$ cat src/sv/pwra_pkg.sv
// Shared types and constants for the power window request arbiter.
`default_nettype none

package pwra_pkg;

  localparam int unsigned NUM_SW     = 10;
  localparam int unsigned DUR_W      = 16;
  localparam int unsigned CFG_ADDR_W = 1;

  // switch positions in the sampled vector
  localparam int unsigned SW_PASS_UP = 0;
  localparam int unsigned SW_PASS_DN = 1;
  localparam int unsigned SW_DRV_UP  = 2;
  localparam int unsigned SW_DRV_DN  = 3;
  localparam int unsigned SW_LOCK    = 4;
  localparam int unsigned SW_ALL_UP  = 5;
  localparam int unsigned SW_ALL_DN  = 6;
  localparam int unsigned SW_JAM     = 7;
  localparam int unsigned SW_TOP     = 8;
  localparam int unsigned SW_BOT     = 9;

  // move directions
  localparam logic [1:0] DIR_NONE  = 2'd0;
  localparam logic [1:0] DIR_UP    = 2'd1;
  localparam logic [1:0] DIR_DOWN  = 2'd2;
  localparam logic [1:0] DIR_UNDEF = 2'd3;

  // configuration register indexes
  localparam logic [CFG_ADDR_W-1:0] CFG_JAM_STOP_TIME    = 1'd0;
  localparam logic [CFG_ADDR_W-1:0] CFG_JAM_REVERSE_TIME = 1'd1;

  localparam logic [DUR_W-1:0] JAM_STOP_TIME_RST    = 16'd20;
  localparam logic [DUR_W-1:0] JAM_REVERSE_TIME_RST = 16'd500;

  typedef struct packed {
    logic             motor_on;
    logic [1:0]       move_direction;
    logic [DUR_W-1:0] duration_ms;
    logic             last_of_tick;
  } request_t;

endpackage

`default_nettype wire

$ cat src/sv/power_window_request_arbiter.sv
// Power window request arbiter: switch filtering, one-touch latches, priority pick.
//
//  channel | dir | handshake              | payload
//  in_     | in  | in_valid / in_stall    | ten raw switch samples, one per tick
//  out_    | out | out_valid / out_stall  | motor_on, move_direction, duration_ms, last_of_tick
//  cfg_    | in  | cfg_wr_en              | cfg_addr, cfg_wdata (jam stop / reverse times)
//
// A tick is taken while in_stall is low and its request appears in the output register the
// next cycle; ticks can follow every cycle while in_stall stays low. A jam tick makes two
// requests: the second waits in a single pending slot behind the output register.
// rst_n (sync, active low) clears switch histories, latches, held direction, both
// timing registers to their defaults and the output/pending valids.
// in_stall is high while the pending slot is full or a stalled request holds the output.
`default_nettype none

module power_window_request_arbiter
  import pwra_pkg::*;
#(
  parameter int unsigned WINDOW = 10
) (
  input  wire logic                  clk,
  input  wire logic                  rst_n,
  // tick input
  input  wire logic                  in_valid,
  output logic                       in_stall,
  input  wire logic                  in_passenger_up_raw,
  input  wire logic                  in_passenger_down_raw,
  input  wire logic                  in_driver_up_raw,
  input  wire logic                  in_driver_down_raw,
  input  wire logic                  in_driver_lock_raw,
  input  wire logic                  in_all_up_raw,
  input  wire logic                  in_all_down_raw,
  input  wire logic                  in_jam_raw,
  input  wire logic                  in_top_limit_raw,
  input  wire logic                  in_bottom_limit_raw,
  // request output
  output logic                       out_valid,
  input  wire logic                  out_stall,
  output logic                       out_motor_on,
  output logic [1:0]                 out_move_direction,
  output logic [DUR_W-1:0]           out_duration_ms,
  output logic                       out_last_of_tick,
  // configuration
  input  wire logic                  cfg_wr_en,
  input  wire logic [CFG_ADDR_W-1:0] cfg_addr,
  input  wire logic [DUR_W-1:0]      cfg_wdata
);

  logic [WINDOW-1:0] hist_r   [NUM_SW];
  logic [WINDOW-1:0] hist_nxt [NUM_SW];
  logic [NUM_SW-1:0] raw;
  logic [NUM_SW-1:0] pressed;

  logic              up_latch_r, up_latch_nxt;
  logic              dn_latch_r, dn_latch_nxt;
  logic [1:0]        held_dir_r, held_dir_nxt;
  logic [DUR_W-1:0]  stop_time_r, reverse_time_r;

  request_t          out_r, out_nxt;
  logic              out_valid_r, out_valid_nxt;
  request_t          pend_r, pend_nxt;
  logic              pend_valid_r, pend_valid_nxt;

  request_t          res0, res1;
  logic              accept, out_take;

  assign raw[SW_PASS_UP] = in_passenger_up_raw;
  assign raw[SW_PASS_DN] = in_passenger_down_raw;
  assign raw[SW_DRV_UP]  = in_driver_up_raw;
  assign raw[SW_DRV_DN]  = in_driver_down_raw;
  assign raw[SW_LOCK]    = in_driver_lock_raw;
  assign raw[SW_ALL_UP]  = in_all_up_raw;
  assign raw[SW_ALL_DN]  = in_all_down_raw;
  assign raw[SW_JAM]     = in_jam_raw;
  assign raw[SW_TOP]     = in_top_limit_raw;
  assign raw[SW_BOT]     = in_bottom_limit_raw;

  assign in_stall = pend_valid_r || (out_valid_r && out_stall);
  assign accept   = in_valid && !in_stall;
  assign out_take = out_valid_r && !out_stall;

  // shift in the new sample; a switch is pressed once its whole window is ones
  always_comb begin
    for (int i = 0; i < NUM_SW; i++) begin
      hist_nxt[i] = WINDOW'({hist_r[i], raw[i]});
      pressed[i]  = &hist_nxt[i];
    end
  end

  // request selection
  always_comb begin
    logic       on;
    logic [1:0] dir;
    on           = 1'b0;
    dir          = DIR_UNDEF;
    up_latch_nxt = up_latch_r | pressed[SW_ALL_UP];
    dn_latch_nxt = dn_latch_r | pressed[SW_ALL_DN];
    res1         = '{motor_on: 1'b1, move_direction: DIR_DOWN,
                     duration_ms: reverse_time_r, last_of_tick: 1'b1};
    priority if (pressed[SW_JAM]) begin
      up_latch_nxt = 1'b0;
      dn_latch_nxt = 1'b0;
    end else if (pressed[SW_TOP] || pressed[SW_BOT]) begin
      up_latch_nxt = 1'b0;
      dn_latch_nxt = 1'b0;
    end else if (up_latch_nxt) begin
      on = 1'b1; dir = DIR_UP;
    end else if (dn_latch_nxt) begin
      on = 1'b1; dir = DIR_DOWN;
    end else if (pressed[SW_DRV_UP]) begin
      on = 1'b1; dir = DIR_UP;
    end else if (pressed[SW_DRV_DN]) begin
      on = 1'b1; dir = DIR_DOWN;
    end else if (pressed[SW_PASS_UP] && !pressed[SW_LOCK]) begin
      on = 1'b1; dir = DIR_UP;
    end else if (pressed[SW_PASS_DN] && !pressed[SW_LOCK]) begin
      on = 1'b1; dir = DIR_DOWN;
    end else begin
      on = 1'b0; dir = DIR_UNDEF;
    end

    if (pressed[SW_JAM]) begin
      // timed stop that keeps the previous direction, then the reverse move
      res0         = '{motor_on: 1'b0, move_direction: held_dir_r,
                       duration_ms: stop_time_r, last_of_tick: 1'b0};
      held_dir_nxt = DIR_DOWN;
    end else begin
      res0         = '{motor_on: on, move_direction: dir,
                       duration_ms: '0, last_of_tick: 1'b1};
      held_dir_nxt = dir;
    end
  end

  // output register plus one pending slot for the second jam request
  always_comb begin
    out_nxt        = out_r;
    out_valid_nxt  = out_valid_r;
    pend_nxt       = pend_r;
    pend_valid_nxt = pend_valid_r;
    if (accept) begin
      out_nxt        = res0;
      out_valid_nxt  = 1'b1;
      pend_nxt       = res1;
      pend_valid_nxt = pressed[SW_JAM];
    end else if (out_take) begin
      if (pend_valid_r) begin
        out_nxt        = pend_r;
        pend_valid_nxt = 1'b0;
      end else begin
        out_valid_nxt = 1'b0;
      end
    end
  end

  always_ff @(posedge clk) begin
    if (!rst_n) begin
      for (int i = 0; i < NUM_SW; i++) begin
        hist_r[i] <= '0;
      end
      up_latch_r     <= 1'b0;
      dn_latch_r     <= 1'b0;
      held_dir_r     <= DIR_NONE;
      out_valid_r    <= 1'b0;
      pend_valid_r   <= 1'b0;
    end else begin
      if (accept) begin
        for (int i = 0; i < NUM_SW; i++) begin
          hist_r[i] <= hist_nxt[i];
        end
        up_latch_r <= up_latch_nxt;
        dn_latch_r <= dn_latch_nxt;
        held_dir_r <= held_dir_nxt;
      end
      out_valid_r  <= out_valid_nxt;
      pend_valid_r <= pend_valid_nxt;
    end
  end

  always_ff @(posedge clk) begin
    if (!rst_n) begin
      stop_time_r    <= JAM_STOP_TIME_RST;
      reverse_time_r <= JAM_REVERSE_TIME_RST;
    end else if (cfg_wr_en) begin
      unique case (cfg_addr)
        CFG_JAM_STOP_TIME:    stop_time_r    <= cfg_wdata;
        CFG_JAM_REVERSE_TIME: reverse_time_r <= cfg_wdata;
        default: ;
      endcase
    end
  end

  always_ff @(posedge clk) begin
    out_r  <= out_nxt;
    pend_r <= pend_nxt;
  end

  assign out_valid          = out_valid_r;
  assign out_motor_on       = out_r.motor_on;
  assign out_move_direction = out_r.move_direction;
  assign out_duration_ms    = out_r.duration_ms;
  assign out_last_of_tick   = out_r.last_of_tick;

endmodule

`default_nettype wire

$ cat config.mk
export PLATFORM = sky130hd
export DESIGN_NAME = power_window_request_arbiter
export DESIGN_NICKNAME = d
export VERILOG_FILES = /design/src/sv/pwra_pkg.sv /design/src/sv/power_window_request_arbiter.sv
export SDC_FILE = /design/constraint.sdc
export NUM_CORES = 1
export LEC_CHECK = 0
export BUFFER_PORTS_ARGS = -buffer_cell sky130_fd_sc_hd__buf_2
export CORE_ASPECT_RATIO = 0.5
export CORE_MARGIN = 3
export CORE_UTILIZATION = 40
export DETAILED_ROUTE_END_ITERATION = 8
export GPL_ROUTABILITY_DRIVEN = 0
export GPL_TIMING_DRIVEN = 0
export MAX_ROUTING_LAYER = met4
export PLACE_DENSITY = 0.54
export SLEW_MARGIN = 20
export SYNTH_ARGS = -nofsm -noshare
export SYNTH_HDL_FRONTEND = slang
export SYNTH_SLANG_ARGS = --single-unit
$ cat constraint.sdc
create_clock -name clk -period 9.2 [get_ports clk]
set_input_delay 1.38 -clock clk [delete_from_list [all_inputs] [get_ports clk]]
set_output_delay 1.38 -clock clk [all_outputs]
set_load 0.03 [all_outputs]
==> flow_summary.yaml, run 1 <==
global_route:
  grt_pass1_vias: 3876
  grt_pass1_wl_um: 20420
  grt_max_degree: 52
  antenna_found_initial: 0
  overflow: 0
  grt_use_total: 0.1577
floorplanning:
  die-area_sq_um: 17630
  fp.dieH_um: 95.40
  ios: 54
  initial_utilization: 0.4248
  die_w_um: 184.8
  rows: 31
  core_sq_um: 15050
finish:
  n_antenna_cell: 0
  final_common_cell: "edfxtp_1"
  multiInputGateArea_sq_um: 1689
  synthToLayoutAreaGrowth_pct: 18.00
  stdcell_area_sq_um: 7545
  final_cell_mix: "edfxtp_1, and3_1, nand2_1, buf_2, dfxtp_1"
  fin_util: 0.5013
  instances_no_fill: 772
  seqCellArea_sq_um: 4544
  nets: 593
  nFillCells: 1332
  drive_gt1_frac: 0.1794
drt:
  drtIter0Drc: 346
  vias: 3988
  drt-vias-per-instance: 5.166
  dr.pass1.iters: 4
  ant_nets: 0
  wirelength_um: 12660
  drc_errors: 0
  wl_per_cell_um: 16.40
sta:
  setup_viol: 0
  drv_slew: 0
  clock_skew_ps: 11.64
  timing.setup.tns_ps: 0
  rsz0062_at_grt: "false"
  worst_slew_pin_slew_ps: 614.3
  setup_ws_ps: 5960
  fin_crit_ps: 3240
  fin_hold_ws_ps: 428.1
  max_freq_mhz: 308.7
  hold_viol_final: 0
  relSlewSlack: 0.5905
  timing.final.crit_share: 0.3521
worst_setup_path:
  cpLargestDelayFamily: "buffers and inverters"
  critPathLaunchType: "input pin"
  slowest_stage: "a21o_1"
  cpMostUsedCell: "buf_2"
  critPathBufInv: 2
  critPathMaxFanout: 5
  path_cells: "buf_2, a21o_1, buf_2"
  path_class: "in -> out"
  worst_ep_arrival_time_ps: 1860
  r2r_slack_ps: 6870
  cp.required_ps: 7820
  crit_path_max_incr_delay_ps: 180
  crit_path_end_kind: "primary output"
synth:
  synth_cells: 488
  syn_nets: 520
  synth_cell_types: 41
  ys_seq_area_frac: 0.7108
  ys_seq_elements: 164
  synth_warnings: 0
  syn_area_sq_um: 6394
  syn-mean-instance-area_sq_um: 13.10
placed_design:
  portBuffers: 52
  hpwl_um: 8278
  dp.cells: 740
  placed_area_sq_um: 6953
  dp_slack_ps: 5640
clock_network:
  clock-root-buffer: "clkbuf_16"
  clock_latency_ps: 420
  ctsResizeCount: 0
  cts.htree.levels: 4
  tritoncts: "built"
  clkSinkCount: 164
  hold_buffers: 0
  cts_setup_buffers: 0
  numCtsBuffers: 17
  cts_max_path_buffers: 2
  clk_pin_slew_worst_paths_ps: 70
pwr:
  irDropWorstVdd_mv: 0.1328
  cellLeakagePower_nw: 3.098
  power_density_nw_per_um2: 221.3
  power_mw: 1.669
run_status:
  status: "completed"
worst_hold_path:
  hold_class: "reg -> reg"
job:
  maxCapViolCount: 0
## Yosys cell counts, drive strengths merged
cell,instances,area share
o311ai,1,0.0014
a22oi,3,0.0035
nand4,19,0.019
nand4bb,1,0.0018
a21o,2,0.0035
nor4,2,0.0043
and2,2,0.0020
nand3,9,0.0070
nor2b,3,0.0029
a22o,16,0.022
clkbuf,29,0.018
o31ai,3,0.0035
nor3,6,0.0055
dfxtp,38,0.12
edfxtp,126,0.59
nand2b,3,0.0041
o21a,1,0.0012
o211ai,1,0.0012
or4,1,0.0012
o21ai,3,0.0023
or3,4,0.0039
o211a,1,0.0016
and3,90,0.088
buf,6,0.0059
nand2,82,0.048
a21oi,2,0.0016
o41ai,1,0.0014
a21boi,26,0.031
inv,5,0.0029
nor2,2,0.0012
## final timing paths
| kind | from | end | cells after the start |
|---|---|---|---|
| max | out_stall | in_stall | 3 |
| min | reverse_time_r[13] | pend_r[14] | 0 |
| min reg2reg | reverse_time_r[13] | pend_r[14] | 0 |
| max reg2reg | pend_valid_r | hist_r[3][7] | 5 |
## cell type report
type,instances,area share
multi-input cells,284,0.2239
well taps,198,0.03284
flip-flops and latches,164,0.6023
inverters,5,0.002488
plain buffers,35,0.02040
clock buffers,18,0.05970
repair buffers,54,0.03964
clock inverters,14,0.01874
## cells by family (layout without fill, tap and decap cells)
group	count (synthesis)	in the layout	share of synthesized area
flops	164	164	0.7108
simple gates	224	224	0.1886
compound gates	60	60	0.07358
buf+inv	40	126	0.02700
## per-layer routing
layer	wire, um	up-vias	global-route usage	share of wire
li1	-	1973	-	-
met4	49	0	0.05240	0.0039
met3	528	2	0.03925	0.042
met5	0	-	-	0
met1	6463	1946	0.2177	0.51
met2	5619	67	0.2295	0.44
## power by group
part	internal [mW]	leakage, nW	switching (mW)
registers	0.848	1.64	0.0185
clock network	0.397	0.285	0.306
logic	0.0333	1.17	0.0670
total	1.28	3.10	0.391
## state kept, by name, summed over array words and instances (netlist names), 2 cells and up
name / cells
hist_r: 90
held_dir_r: 2
out_duration_ms: 16
reverse_time_r: 16
stop_time_r: 16
pend_r: 16
out_move_direction: 2
No activity file was read; power rests on OpenSTA's default activity.
==> run 2, diff against run 1 <==
--- a/config.mk
+++ b/config.mk
@@ -13,7 +13,7 @@
 export GPL_ROUTABILITY_DRIVEN = 0
 export GPL_TIMING_DRIVEN = 0
 export MAX_ROUTING_LAYER = met4
-export PLACE_DENSITY = 0.54
+export PLACE_DENSITY = 0.56
 export SLEW_MARGIN = 20
 export SYNTH_ARGS = -nofsm -noshare
 export SYNTH_HDL_FRONTEND = slang
==> constraint.sdc (replaced) <==
create_clock -name clk -period 2.93 [get_ports clk]
set_input_delay 0.4395 -clock clk [delete_from_list [all_inputs] [get_ports clk]]
set_output_delay 0.4395 -clock clk [all_outputs]
set_load 0.03 [all_outputs]
==> run 2 against run 1 <==
Net effect:
- total power increased to 3.1 times the previous value
- worst hold slack worse by 180 ps
- wire length fell by 0.18%
- clock skew about the same
- sequential power rose to 3.1 times the previous value
- clock power increased to 3.1 times the previous value
- largest power group unchanged
- largest cell class unchanged
- critical path depth rose by 1
==> flow_summary.yaml, run 2 (same netlist as run 1, synthesis figures left out) <==
global_route:
  grt_max_degree: 91
  globalRouteMet1Util: 0.2106
  grt_use_total: 0.1551
  grt_pass1_wl_um: 20180
  overflow: 0
  grt_pass1_vias: 3796
  grt_use_met3: 0.03201
  antenna_found_initial: 0
  grt-busiest-layer: "met2"
  use_met2: 0.2305
clock_network:
  numCtsBuffers: 17
  clkSinkCount: 164
  tritoncts: "built"
  clk_pin_slew_worst_paths_ps: 80
  cts_setup_buffers: 0
  hold_buffers: 0
  clock_latency_ps: 420
  clock-root-buffer: "clkbuf_16"
  cts_max_path_buffers: 2
  cts.htree.levels: 4
  ctsResizeCount: 0
sta:
  fin_crit_ps: 2275
  relSlewSlack: 0.5205
  worst_slew_pin_slew_ps: 719.3
  clock_skew_ps: 11.15
  timing.setup.tns_ps: 0
  setup_ws_ps: 655.0
  hold_viol_final: 0
  timing.final.crit_share: 0.7764
  drv_slew: 0
  setup_viol: 0
  max_freq_mhz: 439.6
  rsz0062_at_grt: "false"
pwr:
  sw_frac_of_total: 0.2484
  power_mw: 5.188
  internal_power_mw: 3.900
  irDropWorstVdd_mv: 0.4054
  power_density_nw_per_um2: 691.4
  combPwrFrac: 0.060
  clock_power_share: 0.416
  cellLeakagePower_nw: 3.081
  switchingPower_mw: 1.289
  power.share.sequential: 0.525
worst_setup_path:
  path_class: "reg -> reg"
  critPathMaxFanout: 90
  worst_ep_arrival_time_ps: 2260
  worstRegToRegCells: 4
  critPathLaunchType: "flip-flop"
  crit_path_end_kind: "flip-flop"
  cp.required_ps: 2910
drt:
  wl_per_cell_um: 16.39
  drtIter0Drc: 397
  drt-vias-per-instance: 5.170
  wirelength_um: 12640
  vias: 3986
  drc_errors: 0
  dr.pass1.iters: 4
  ant_nets: 0
finish:
  largest_register_ffs: 90
  fin_util: 0.4986
  synthToLayoutAreaGrowth_pct: 17.36
  final_common_cell: "edfxtp_1"
  nets: 592
  n_antenna_cell: 0
  drive_gt1_frac: 0.1780
  final_cell_mix: "edfxtp_1, and3_1, nand2_1, buf_2, dfxtp_1"
  largest-register: "hist_r"
placed_design:
  hpwl_um: 8039
  portBuffers: 52
  dp_slack_ps: 385.8
floorplanning:
  fp.dieH_um: 95.40
  initial_utilization: 0.4248
  die_w_um: 184.8
  core_sq_um: 15050
  die-area_sq_um: 17630
  rows: 31
  ios: 54
worst_hold_path:
  hold_depth: 3
  hold_class: "in -> reg"
job:
  maxCapViolCount: 0
run_status:
  status: "completed"
run 2: critical path, stage by stage (launching register included):
cell and delay (ps):
dfxtp_1 380, nand2b_4 160, a21o_4 140, clkbuf_1 550, nand2_8 490
run 2: through the flow:
step           hold slack, ps  std cells  cell area, sq um
4_1_cts                 231.1        771              7503
2_1_floorplan           408.1        488              6396
3_5_place_dp            415.6        739              6934
6_report                250.3        771              7503
5_1_grt                 243.2        771              7503
3_3_place_gp            410.7        738              6904
run 2: power by group through the flow:
| stage | clock network, mW | registers [mW] | logic (mW) |
|---|---|---|---|
| 3_5_place_dp | 0 | 2.77 | 0.314 |
| 5_1_grt | 2.31 | 2.74 | 0.344 |
| 3_3_place_gp | 0 | 2.77 | 0.305 |
| 4_1_cts | 2.20 | 2.72 | 0.314 |
| 2_1_floorplan | 0 | 2.79 | 0.163 |
| 6_report | 2.16 | 2.72 | 0.310 |
run 2: per-layer routing:
metal  vias to the layer above  routed length (um)  part of all wire
met1                      1940                6498              0.51
met4                         0                 144             0.011
met3                        13                 431             0.034
li1                       1974                   -                 -
met2                        59                5564              0.44
met5                         -                   0                 0
run 2: final timing paths:
path	from	to	slack, ps
worst max-delay path	pend_valid_r	hist_r[6][7]	660
worst min-delay path	cfg_wdata[4]	stop_time_r[4]	250
worst max register to register	pend_valid_r	hist_r[6][7]	660
worst min register to register	reverse_time_r[1]	pend_r[2]	430
run 2: layout make-up:
| cell class | instances | area (sq um) |
|---|---|---|
| sequential | 164 | 4544 |
| multi-input combinational | 284 | 1698 |
| clock buffer | 18 | 429.2 |
| buffer | 35 | 153.9 |
| timing repair buffer | 53 | 271.5 |
| inverter | 5 | 18.77 |
| clock inverter | 14 | 140.1 |
| fill | 1363 | 7546 |
| tap | 198 | 247.7 |
